===== src/fqaa_pkg.sv =====
`timescale 1ns / 1ps
// Shared types and constants of the four-queue aging arbiter.
package fqaa_pkg;

    localparam int LANES      = 4;
    localparam int LANE_W     = 2;
    localparam int CFG_IDX_W  = 8;
    localparam int CFG_DATA_W = 16;
    localparam int WAIT_LIM_W = 16;
    localparam int CNT_LIM_W  = 5;
    localparam int WAIT_OUT_W = 16;

    localparam logic [CFG_IDX_W-1:0] CFG_WAIT_LIMIT  = 8'd0;
    localparam logic [CFG_IDX_W-1:0] CFG_COUNT_LIMIT = 8'd1;

    localparam logic [WAIT_LIM_W-1:0] WAIT_LIMIT_RESET  = 16'd20;
    localparam logic [CNT_LIM_W-1:0]  COUNT_LIMIT_RESET = 5'd5;

    typedef enum logic [2:0] {
        DEC_WAIT  = 3'd0,
        DEC_COUNT = 3'd1,
        DEC_STAY  = 3'd2,
        DEC_NEW   = 3'd3,
        DEC_IDLE  = 3'd4
    } decision_t;

    // per-tick control into one lane
    typedef struct packed {
        logic step;
        logic arrive;
    } lane_ctrl_t;

    typedef struct packed {
        logic                  grant_valid;
        logic [LANE_W-1:0]     grant_lane;
        logic [WAIT_OUT_W-1:0] served_wait;
        decision_t             decision;
        logic [LANES-1:0]      dropped;
        logic                  honk;
    } result_t;

endpackage


===== src/fqaa_stamp_ram.sv =====
`timescale 1ns / 1ps
// Single-port-write, registered-read stamp memory for one lane.
module fqaa_stamp_ram #(
    parameter int DEPTH = 16,
    parameter int WIDTH = 16
) (
    input  logic                     aclk,
    input  logic                     we,
    input  logic [$clog2(DEPTH)-1:0] waddr,
    input  logic [WIDTH-1:0]         wdata,
    input  logic [$clog2(DEPTH)-1:0] raddr,
    output logic [WIDTH-1:0]         rdata
);

    logic [WIDTH-1:0] mem [DEPTH];
    logic [WIDTH-1:0] rdata_reg;

    always_ff @(posedge aclk) begin
        if (we) begin
            mem[waddr] <= wdata;
        end
    end

    // write-first: a read of the slot being written returns the new stamp
    always_ff @(posedge aclk) begin
        if (we && (waddr == raddr)) begin
            rdata_reg <= wdata;
        end else begin
            rdata_reg <= mem[raddr];
        end
    end

    assign rdata = rdata_reg;

endmodule


===== src/fqaa_lane.sv =====
`timescale 1ns / 1ps
// One FIFO lane: pointers, occupancy, two-entry head cache and its stamp memory.
module fqaa_lane #(
    parameter int QUEUE_DEPTH = 16,
    parameter int STAMP_WIDTH = 16
) (
    input  logic                             aclk,
    input  logic                             aresetn,
    input  fqaa_pkg::lane_ctrl_t             ctrl,
    input  logic                             pop,
    input  logic [STAMP_WIDTH-1:0]           tick_time,
    output logic [$clog2(QUEUE_DEPTH+1)-1:0] count_after,
    output logic [STAMP_WIDTH-1:0]           head_stamp,
    output logic                             full
);

    localparam int CW = $clog2(QUEUE_DEPTH + 1);
    localparam int PW = $clog2(QUEUE_DEPTH);

    logic [CW-1:0]          count_reg, count_next;
    logic [PW-1:0]          head_reg, head_next;
    logic [PW-1:0]          tail_reg, tail_next;
    logic [STAMP_WIDTH-1:0] h0_reg, h0_next;
    logic [STAMP_WIDTH-1:0] h1_reg, h1_next;
    logic [STAMP_WIDTH-1:0] ram_rdata;
    logic [STAMP_WIDTH-1:0] e0, e1, e2;
    logic [PW:0]            raddr_sum;
    logic [PW-1:0]          raddr;
    logic                   push;
    logic                   do_pop;

    function automatic logic [PW-1:0] ptr_inc(input logic [PW-1:0] p);
        ptr_inc = (p == PW'(QUEUE_DEPTH - 1)) ? '0 : p + 1'b1;
    endfunction

    always_comb begin
        full        = (count_reg == CW'(QUEUE_DEPTH));
        push        = ctrl.step && ctrl.arrive && !full;
        do_pop      = ctrl.step && pop;
        count_after = count_reg + CW'(push);

        // entries by place from the head, with this tick's arrival merged in
        e0 = (count_reg == '0)     ? tick_time : h0_reg;
        e1 = (count_reg == CW'(1) && push) ? tick_time : h1_reg;
        e2 = (count_reg == CW'(2) && push) ? tick_time : ram_rdata;
        head_stamp = e0;

        count_next = count_reg;
        head_next  = head_reg;
        tail_next  = tail_reg;
        h0_next    = h0_reg;
        h1_next    = h1_reg;
        if (ctrl.step) begin
            count_next = count_after - CW'(do_pop);
            head_next  = do_pop ? ptr_inc(head_reg) : head_reg;
            tail_next  = push ? ptr_inc(tail_reg) : tail_reg;
            h0_next    = do_pop ? e1 : e0;
            h1_next    = do_pop ? e2 : e1;
        end

        // prefetch the third entry of the next state
        raddr_sum = {1'b0, head_next} + (PW + 1)'(2);
        if (raddr_sum >= (PW + 1)'(QUEUE_DEPTH)) begin
            raddr_sum = raddr_sum - (PW + 1)'(QUEUE_DEPTH);
        end
        raddr = raddr_sum[PW-1:0];
    end

    always_ff @(posedge aclk) begin
        if (!aresetn) begin
            count_reg <= '0;
            head_reg  <= '0;
            tail_reg  <= '0;
        end else begin
            count_reg <= count_next;
            head_reg  <= head_next;
            tail_reg  <= tail_next;
        end
    end

    always_ff @(posedge aclk) begin
        h0_reg <= h0_next;
        h1_reg <= h1_next;
    end

    fqaa_stamp_ram #(
        .DEPTH (QUEUE_DEPTH),
        .WIDTH (STAMP_WIDTH)
    ) u_ram (
        .aclk  (aclk),
        .we    (push),
        .waddr (tail_reg),
        .wdata (tick_time),
        .raddr (raddr),
        .rdata (ram_rdata)
    );

endmodule


===== src/fqaa_result_buf.sv =====
`timescale 1ns / 1ps
// Two-entry output buffer that parts the tick side from the result side.
module fqaa_result_buf (
    input  logic              aclk,
    input  logic              aresetn,
    input  logic              in_valid,
    output logic              in_ready,
    input  fqaa_pkg::result_t in_data,
    output logic              out_valid,
    input  logic              out_ready,
    output fqaa_pkg::result_t out_data
);

    logic              v0_reg, v0_next;
    logic              v1_reg, v1_next;
    fqaa_pkg::result_t e0_reg, e0_next;
    fqaa_pkg::result_t e1_reg, e1_next;
    logic              push;
    logic              pull;

    always_comb begin
        in_ready  = !v1_reg;
        out_valid = v0_reg;
        out_data  = e0_reg;
        push      = in_valid && !v1_reg;
        pull      = v0_reg && out_ready;

        v0_next = v0_reg;
        v1_next = v1_reg;
        e0_next = e0_reg;
        e1_next = e1_reg;
        if (pull) begin
            if (v1_reg) begin
                e0_next = e1_reg;
                v1_next = push;
                e1_next = in_data;
            end else begin
                v0_next = push;
                e0_next = in_data;
            end
        end else if (!v0_reg) begin
            v0_next = push;
            e0_next = in_data;
        end else if (push) begin
            v1_next = 1'b1;
            e1_next = in_data;
        end
    end

    always_ff @(posedge aclk) begin
        if (!aresetn) begin
            v0_reg <= 1'b0;
            v1_reg <= 1'b0;
        end else begin
            v0_reg <= v0_next;
            v1_reg <= v1_next;
        end
    end

    always_ff @(posedge aclk) begin
        e0_reg <= e0_next;
        e1_reg <= e1_next;
    end

endmodule


===== src/four_queue_aging_arbiter_unit.sv =====
`timescale 1ns / 1ps
// Top level of the four-queue aging arbiter: lanes, selection, tick state, config.
//
// Usage:
//   Input channel (s_valid/s_ready/s_arrivals): one transaction is one time tick;
//   bit 0..3 pushes an entry into the N, E, S, W queue, stamped with the tick time.
//   Result channel (m_*): exactly one transaction per tick, in tick order, giving
//   the served lane, its wait, the selection rule, refused arrivals and honk.
//   Config channel (cfg_valid/cfg_ready/cfg_index/cfg_data): index 0 writes the
//   wait limit, index 1 the count limit; always ready, write only while idle.
// Timing:
//   One tick per cycle sustained while s_ready is high. Each tick's result is
//   registered into the output buffer, while the selection over the four lanes
//   and the winning lane's head-cache update complete in the acceptance cycle.
//   Each lane keeps its two oldest stamps in registers and prefetches the third
//   from its stamp memory, so back-to-back pops never wait on the memory read.
// Reset (aresetn low, synchronous): queues empty, tick time zero, limits back to
//   20 and 5, no last lane. No clearing pass: stamp memory is read only where
//   written. When the receiver stalls, a two-entry output buffer holds results;
//   s_ready drops only once both entries are full.
module four_queue_aging_arbiter_unit #(
    parameter int QUEUE_DEPTH = 16,
    parameter int STAMP_WIDTH = 16
) (
    input  logic                                  aclk,
    input  logic                                  aresetn,
    input  logic                                  s_valid,
    output logic                                  s_ready,
    input  logic [fqaa_pkg::LANES-1:0]            s_arrivals,
    output logic                                  m_valid,
    input  logic                                  m_ready,
    output logic                                  m_grant_valid,
    output logic [fqaa_pkg::LANE_W-1:0]           m_grant_lane,
    output logic [fqaa_pkg::WAIT_OUT_W-1:0]       m_served_wait,
    output logic [2:0]                            m_decision,
    output logic [fqaa_pkg::LANES-1:0]            m_dropped,
    output logic                                  m_honk,
    input  logic                                  cfg_valid,
    output logic                                  cfg_ready,
    input  logic [fqaa_pkg::CFG_IDX_W-1:0]        cfg_index,
    input  logic [fqaa_pkg::CFG_DATA_W-1:0]       cfg_data
);

    localparam int CW   = $clog2(QUEUE_DEPTH + 1);
    localparam int CLW  = (CW > fqaa_pkg::CNT_LIM_W) ? CW : fqaa_pkg::CNT_LIM_W;
    localparam int CMPW = (STAMP_WIDTH > fqaa_pkg::WAIT_LIM_W) ? STAMP_WIDTH
                                                                 : fqaa_pkg::WAIT_LIM_W;

    // configuration
    logic [fqaa_pkg::WAIT_LIM_W-1:0] wait_limit_reg;
    logic [fqaa_pkg::CNT_LIM_W-1:0]  count_limit_reg;

    // tick state
    logic [STAMP_WIDTH-1:0]       tick_time_reg, tick_time_next;
    logic                         idle_flag_reg, idle_flag_next;
    logic                         last_valid_reg, last_valid_next;
    logic [fqaa_pkg::LANE_W-1:0]  last_lane_reg, last_lane_next;

    // lane interface
    fqaa_pkg::lane_ctrl_t         ctrl     [fqaa_pkg::LANES];
    logic [CW-1:0]                cnt_after[fqaa_pkg::LANES];
    logic [STAMP_WIDTH-1:0]       head_stamp[fqaa_pkg::LANES];
    logic [fqaa_pkg::LANES-1:0]   full;
    logic [fqaa_pkg::LANES-1:0]   pop_vec;

    // selection
    logic                         step;
    logic                         honk;
    logic                         last_valid_eff;
    logic                         any;
    logic [STAMP_WIDTH-1:0]       head_wait[fqaa_pkg::LANES];
    logic [STAMP_WIDTH-1:0]       best_wait;
    logic [fqaa_pkg::LANE_W-1:0]  wait_lane;
    logic                         found;
    logic [CW-1:0]                best_cnt;
    logic [fqaa_pkg::LANE_W-1:0]  cnt_lane;
    logic [fqaa_pkg::LANE_W-1:0]  lane;
    fqaa_pkg::decision_t          decision;
    fqaa_pkg::result_t            result;
    fqaa_pkg::result_t            out_data;
    logic                         buf_ready;

    assign cfg_ready = 1'b1;
    assign s_ready   = buf_ready;
    assign step      = s_valid && buf_ready;

    always_ff @(posedge aclk) begin
        if (!aresetn) begin
            wait_limit_reg  <= fqaa_pkg::WAIT_LIMIT_RESET;
            count_limit_reg <= fqaa_pkg::COUNT_LIMIT_RESET;
        end else if (cfg_valid) begin
            case (cfg_index)
                fqaa_pkg::CFG_WAIT_LIMIT: begin
                    wait_limit_reg <= cfg_data;
                end
                fqaa_pkg::CFG_COUNT_LIMIT: begin
                    count_limit_reg <= cfg_data[fqaa_pkg::CNT_LIM_W-1:0];
                end
                default: begin
                    // no register here: drop the write
                end
            endcase
        end
    end

    for (genvar g = 0; g < fqaa_pkg::LANES; g++) begin : g_lane
        assign ctrl[g].step   = step;
        assign ctrl[g].arrive = s_arrivals[g];

        fqaa_lane #(
            .QUEUE_DEPTH (QUEUE_DEPTH),
            .STAMP_WIDTH (STAMP_WIDTH)
        ) u_lane (
            .aclk        (aclk),
            .aresetn     (aresetn),
            .ctrl        (ctrl[g]),
            .pop         (pop_vec[g]),
            .tick_time   (tick_time_reg),
            .count_after (cnt_after[g]),
            .head_stamp  (head_stamp[g]),
            .full        (full[g])
        );
    end

    always_comb begin
        // a tick after an idle one with any arrival honks and forgets the last lane
        honk           = idle_flag_reg && (s_arrivals != '0);
        last_valid_eff = last_valid_reg && !honk;

        any = 1'b0;
        for (int q = 0; q < fqaa_pkg::LANES; q++) begin
            head_wait[q] = tick_time_reg - head_stamp[q];
            any          = any || (cnt_after[q] != '0);
        end

        // oldest nonempty head, ties to the lower lane
        best_wait = '0;
        wait_lane = '0;
        found     = 1'b0;
        for (int q = 0; q < fqaa_pkg::LANES; q++) begin
            if ((cnt_after[q] != '0) && (!found || (head_wait[q] > best_wait))) begin
                best_wait = head_wait[q];
                wait_lane = fqaa_pkg::LANE_W'(q);
                found     = 1'b1;
            end
        end

        // fullest lane, ties to the lower lane
        best_cnt = '0;
        cnt_lane = '0;
        for (int q = 0; q < fqaa_pkg::LANES; q++) begin
            if (cnt_after[q] > best_cnt) begin
                best_cnt = cnt_after[q];
                cnt_lane = fqaa_pkg::LANE_W'(q);
            end
        end

        if (!any) begin
            lane     = '0;
            decision = fqaa_pkg::DEC_IDLE;
        end else if (CMPW'(best_wait) >= CMPW'(wait_limit_reg)) begin
            lane     = wait_lane;
            decision = fqaa_pkg::DEC_WAIT;
        end else if (CLW'(best_cnt) >= CLW'(count_limit_reg)) begin
            lane     = cnt_lane;
            decision = fqaa_pkg::DEC_COUNT;
        end else if (last_valid_eff && (cnt_after[last_lane_reg] != '0)) begin
            lane     = last_lane_reg;
            decision = fqaa_pkg::DEC_STAY;
        end else begin
            lane     = cnt_lane;
            decision = fqaa_pkg::DEC_NEW;
        end

        pop_vec = '0;
        if (any) begin
            pop_vec[lane] = 1'b1;
        end

        result.grant_valid = any;
        result.grant_lane  = lane;
        result.served_wait = any ? fqaa_pkg::WAIT_OUT_W'(head_wait[lane]) : '0;
        result.decision    = decision;
        result.dropped     = full & s_arrivals;
        result.honk        = honk;

        // advance tick state on each accepted transaction
        tick_time_next  = tick_time_reg;
        idle_flag_next  = idle_flag_reg;
        last_valid_next = last_valid_reg;
        last_lane_next  = last_lane_reg;
        if (step) begin
            tick_time_next = tick_time_reg + 1'b1;
            if (any) begin
                idle_flag_next  = 1'b0;
                last_valid_next = 1'b1;
                last_lane_next  = lane;
            end else begin
                idle_flag_next  = 1'b1;
                last_valid_next = last_valid_eff;
            end
        end
    end

    always_ff @(posedge aclk) begin
        if (!aresetn) begin
            tick_time_reg  <= '0;
            idle_flag_reg  <= 1'b0;
            last_valid_reg <= 1'b0;
            last_lane_reg  <= '0;
        end else begin
            tick_time_reg  <= tick_time_next;
            idle_flag_reg  <= idle_flag_next;
            last_valid_reg <= last_valid_next;
            last_lane_reg  <= last_lane_next;
        end
    end

    fqaa_result_buf u_result_buf (
        .aclk      (aclk),
        .aresetn   (aresetn),
        .in_valid  (s_valid),
        .in_ready  (buf_ready),
        .in_data   (result),
        .out_valid (m_valid),
        .out_ready (m_ready),
        .out_data  (out_data)
    );

    assign m_grant_valid = out_data.grant_valid;
    assign m_grant_lane  = out_data.grant_lane;
    assign m_served_wait = out_data.served_wait;
    assign m_decision    = out_data.decision;
    assign m_dropped     = out_data.dropped;
    assign m_honk        = out_data.honk;

`ifndef ASSERT_OFF
    // a grant always pops a lane that holds an entry
    assert property (@(posedge aclk) disable iff (!aresetn)
        step && any |-> cnt_after[lane] != '0)
        else $error("grant to an empty lane");

    // at most one lane pops per tick
    assert property (@(posedge aclk) disable iff (!aresetn)
        $onehot0(pop_vec))
        else $error("more than one lane popped");

    // honk comes only with a grant: the honking arrival cannot have been dropped
    assert property (@(posedge aclk) disable iff (!aresetn)
        step && honk |-> any && (full == '0))
        else $error("honk without a grant");

    // tick time advances by exactly one per accepted tick
    assert property (@(posedge aclk) disable iff (!aresetn)
        step |=> tick_time_reg == STAMP_WIDTH'($past(tick_time_reg) + 1'b1))
        else $error("tick time did not advance");
`endif

endmodule

===== config.mk =====
export PLATFORM = sky130hd
export DESIGN_NAME = four_queue_aging_arbiter_unit
export DESIGN_NICKNAME = d
export VERILOG_FILES = /design/src/fqaa_pkg.sv /design/src/fqaa_stamp_ram.sv /design/src/fqaa_lane.sv /design/src/fqaa_result_buf.sv /design/src/four_queue_aging_arbiter_unit.sv
export SDC_FILE = /design/constraint.sdc
export NUM_CORES = 2
export LEC_CHECK = 0
export BUFFER_PORTS_ARGS = -buffer_cell sky130_fd_sc_hd__buf_2
export CORE_ASPECT_RATIO = 1.1
export CORE_MARGIN = 2
export CORE_UTILIZATION = 53
export CTS_BUF_LIST = sky130_fd_sc_hd__clkbuf_4
export DETAILED_ROUTE_END_ITERATION = 16
export HOLD_SLACK_MARGIN = 0.12
export PLACE_DENSITY_LB_ADDON = 0.05
export SLEW_MARGIN = 20
export SYNTH_ARGS = -nofsm -noshare
export SYNTH_HDL_FRONTEND = slang
export SYNTH_SLANG_ARGS = --single-unit

===== constraint.sdc =====
create_clock -name aclk -period 20.5 [get_ports aclk]
set_input_delay 6.15 -clock aclk [delete_from_list [all_inputs] [get_ports aclk]]
set_output_delay 6.15 -clock aclk [all_outputs]
set_load 0.05 [all_outputs]

==> out/summary.txt <==
DP Worst Slack: -0.113 ns
drt wl/cell: 25.6 µm
post-synthesis sequential area ratio: 0.640
cell family with most CP delay: simple AND/OR/NAND/NOR gates
Core Area: 112000 µm²
Netlist cell types: 94
clock slew at the register clock pins of the worst setup and hold paths: 0.07 ns
Crit Path Category: input pin to flip-flop
Via Count: 36000
reg2reg path depth: 54
Mapped Area: 60000 µm²
CP max FO: 27
M1 WL: 69500 µm
Area contributors post-synth: edfxtp_1 60%, mux4_2 9.8%, ha_1 3.8%
Max Freq: 51.8 MHz
Yosys top cell area share: 0.603
CTS Root Cell: clkbuf_4
Slew @ Worst Pin: 1.10 ns
max_cap viols: 0
Post-synth EDFFs: 1206
Max-Slew Margin vs Limit: 0.268
syn nets: 4225
non-filler cells, final: 5998
RR Startpoint: g_lane[1].u_lane.count_reg[2]
drt via density: 6.01
GRT overflow: 0
initial antenna violation count: 4
final antenna-violating net count: 0
chip width: 325 µm
CP Buf/Inv Count: 8
Arr. time, crit path: 20.39 ns
Starting Density: 0.534
status: complete, no violations
# nets final: 4482
Worst Clk Skew: 0.0801 ns
Pre-antenna DRT Iters: 5
port bufs: 61
hold depth: 2
metal2 WL: 70900 µm
largest area contributor in the netlist: edfxtp_1
WHS: 0.480 ns
Avg Cell Area, Syn: 15.0 µm²
Synth Register Bits: 1317
CP peak stage delay: 0.80 ns
Hold Startpoint: idle_flag_reg
first-pass GRT wire length: 229000 µm
Critical Path Most Common Cell: ha_1
fin crit share: 0.941
gr usage total: 0.266
fin. max-slew vios: 0
largest net degree at the start of global routing: 97
Startpoint Class: input pin
final-report hold violation count: 0
I/O Pins: 63
Met3 Wirelength: 9630 µm
yosys warns: 0
clk buf depth: 4
number of buffers created by CTS: 345
fin worst setup slack: 1.21 ns
Area Growth Syn to Fin: 9.87%
R2R setup slack: 4.12 ns
placed insts: 5424
row cnt: 129
RD Place Congestion: 0.939
Worst path depth: 54
TritonCTS clock tree: yes
slowest CP cell: or4_1
die area: 116000 µm²
max reg flops: 1024
hold path endpoint: idle_flag_reg
Iter 0 DRT Violations: 3181
Setup Buffers After CTS: 0
ys flop type: edfxtp_1
dpl hpwl: 94700 µm
vias in the first global route: 35800
htree depth: 5
top layer in use: met4
WP data required: 21.60 ns
Period minus WS final: 19.29 ns
HP Class: flip-flop to flip-flop
Die Height: 357 µm
nature of the critical path endpoint: flip-flop
Async SR Flop Fraction: 0
ratio of cells with drive above 1 in the final layout: 0.221
CTS Sinks: 1317
DRC viols: 0
Reg2Reg Capture Point: g_lane[0].u_lane.count_reg[4]
RSZ-0062 raised after global routing: false
# fillers: 9100
final setup fails: 0
Post-Syn Instances: 4008
WL final: 153000 µm
worst-skew pair later-pin latency: 1.27 ns
-- cells in the mapped netlist (8+ instances only) --
cell      instances
or4_1             8
a221o_1          17
nor2b_1          76
edfxtp_1       1206
mux2i_1         122
o211ai_1         12
o32ai_1          17
a31oi_1          25
a21o_1           41
nor4_1            9
o21ai_0          98
nand2b_1         24
o21a_1           23
xor2_1           40
or3_1            20
a21oi_1         292
mux2_2           38
nand3_1          58
nand4_1          21
clkbuf_1        148
dfxtp_1         111
and3_1           37
xnor2_1          69
nor2_1          292
mux4_2          260
a32o_1           17
nor3b_1           8
clkinv_1         11
ha_1            181
buf_2            29
buf_1            34
inv_1            90
nor3_1           35
nand2_1         154
and2_1           91
o221ai_1         18
a211oi_1        126
o31ai_1          11
-- kinds of logic after synthesis --
| family | after synthesis | share of synthesized area |
|---|---|---|
| AND/OR/NAND/NOR | 868 | 0.0723 |
| multiplexers | 422 | 0.126 |
| other | 1 | 0.0000625 |
| XOR/XNOR | 109 | 0.0159 |
| adder cells (fa/ha/maj) | 184 | 0.0387 |
| buffers and inverters | 324 | 0.0215 |
| flip-flops | 1317 | 0.640 |
| AO/OA/AOI/OAI | 783 | 0.0857 |
-- cell type report --
class | instances | area, µm² | area share
tap | 1506 | 1880 | 0.0286
clock inverter | 93 | 392 | 0.00594
clock buffer | 479 | 3600 | 0.0545
sequential | 1317 | 38500 | 0.584
timing repair buffer | 128 | 821 | 0.0124
multi-input combinational | 2367 | 20300 | 0.308
antenna | 2 | 5.00 | 0.0000759
inverter | 106 | 407 | 0.00617
-- how the worst max path moves through the flow --
| stage | to | slack [ns] | start |
|---|---|---|---|
| after floorplan | g_lane[0].u_lane.count_reg[4] | 2.42 | s_valid |
| after global placement | g_lane[0].u_lane.count_reg[4] | 0.07 | s_valid |
| after detailed placement | g_lane[0].u_lane.count_reg[4] | -0.11 | s_valid |
| after CTS | g_lane[0].u_lane.count_reg[4] | 1.25 | s_valid |
| after global routing | g_lane[0].u_lane.count_reg[4] | 0.04 | s_valid |
| final | g_lane[0].u_lane.count_reg[4] | 1.21 | s_valid |
-- placed cells by master (no fill, tap or decap), types with 18 or more instances in the layout --
| cell | n |
|---|---|
| buf_4 | 66 |
| or3_1 | 20 |
| nor2b_1 | 76 |
| mux4_2 | 260 |
| nor3_1 | 35 |
| dfxtp_4 | 21 |
| mux2_2 | 38 |
| nor2_1 | 289 |
| buf_2 | 61 |
| o21a_1 | 23 |
| xor2_1 | 40 |
| nand3_1 | 58 |
| clkinv_1 | 89 |
| a21oi_1 | 291 |
| clkbuf_4 | 479 |
| a31oi_1 | 25 |
| nand2_1 | 154 |
| inv_1 | 90 |
| nand4_1 | 21 |
| xnor2_1 | 69 |
| mux2i_1 | 122 |
| and3_1 | 37 |
| ha_1 | 181 |
| a21o_1 | 41 |
| a211oi_1 | 126 |
| dfxtp_1 | 82 |
| edfxtp_1 | 1206 |
| nand2b_1 | 24 |
| o221ai_1 | 18 |
| o21ai_0 | 97 |
| and2_1 | 91 |
-- routing by layer --
metal,global-route usage,vias up
li1,-,16500
met1,0.386,18200
met2,0.412,1138
met3,0.0492,206
met4,0.0829,0
met5,0,-
-- per-stage QoR --
step / util / area [µm²] / setup TNS, ns
global placement: 0.551 / 62000 / 0
global route: 0.587 / 66000 / 0
detailed placement: 0.552 / 62000 / -0.113
finish: 0.587 / 66000 / 0
floorplan: - / 60000 / 0
CTS: 0.587 / 65900 / 0
-- worst register-to-register path: cells and delay by family, from the launching register on --
| family | cells | cell delay [ns] |
|---|---|---|
| muxes | 1 | 0.31 |
| and+or+nand+nor | 16 | 5.33 |
| buffers and inverters | 5 | 1.82 |
| AOI/OAI and AO/OA | 22 | 5.56 |
| DFF | 1 | 0.42 |
| adders and majority gates | 8 | 2.55 |
| xor gates and xnor gates | 2 | 0.31 |
-- repair_timing --
| item | 4_1_cts | 5_1_grt |
|---|---|---|
| setup endpoints to repair | 0 | 1 |
| resized for setup | 0 | 1 |
| hold buffers | 0 | 0 |
Power is left out: the tool's default activity adds up to more than one toggle a clock period on the data nets, which glitch-free logic cannot reach.
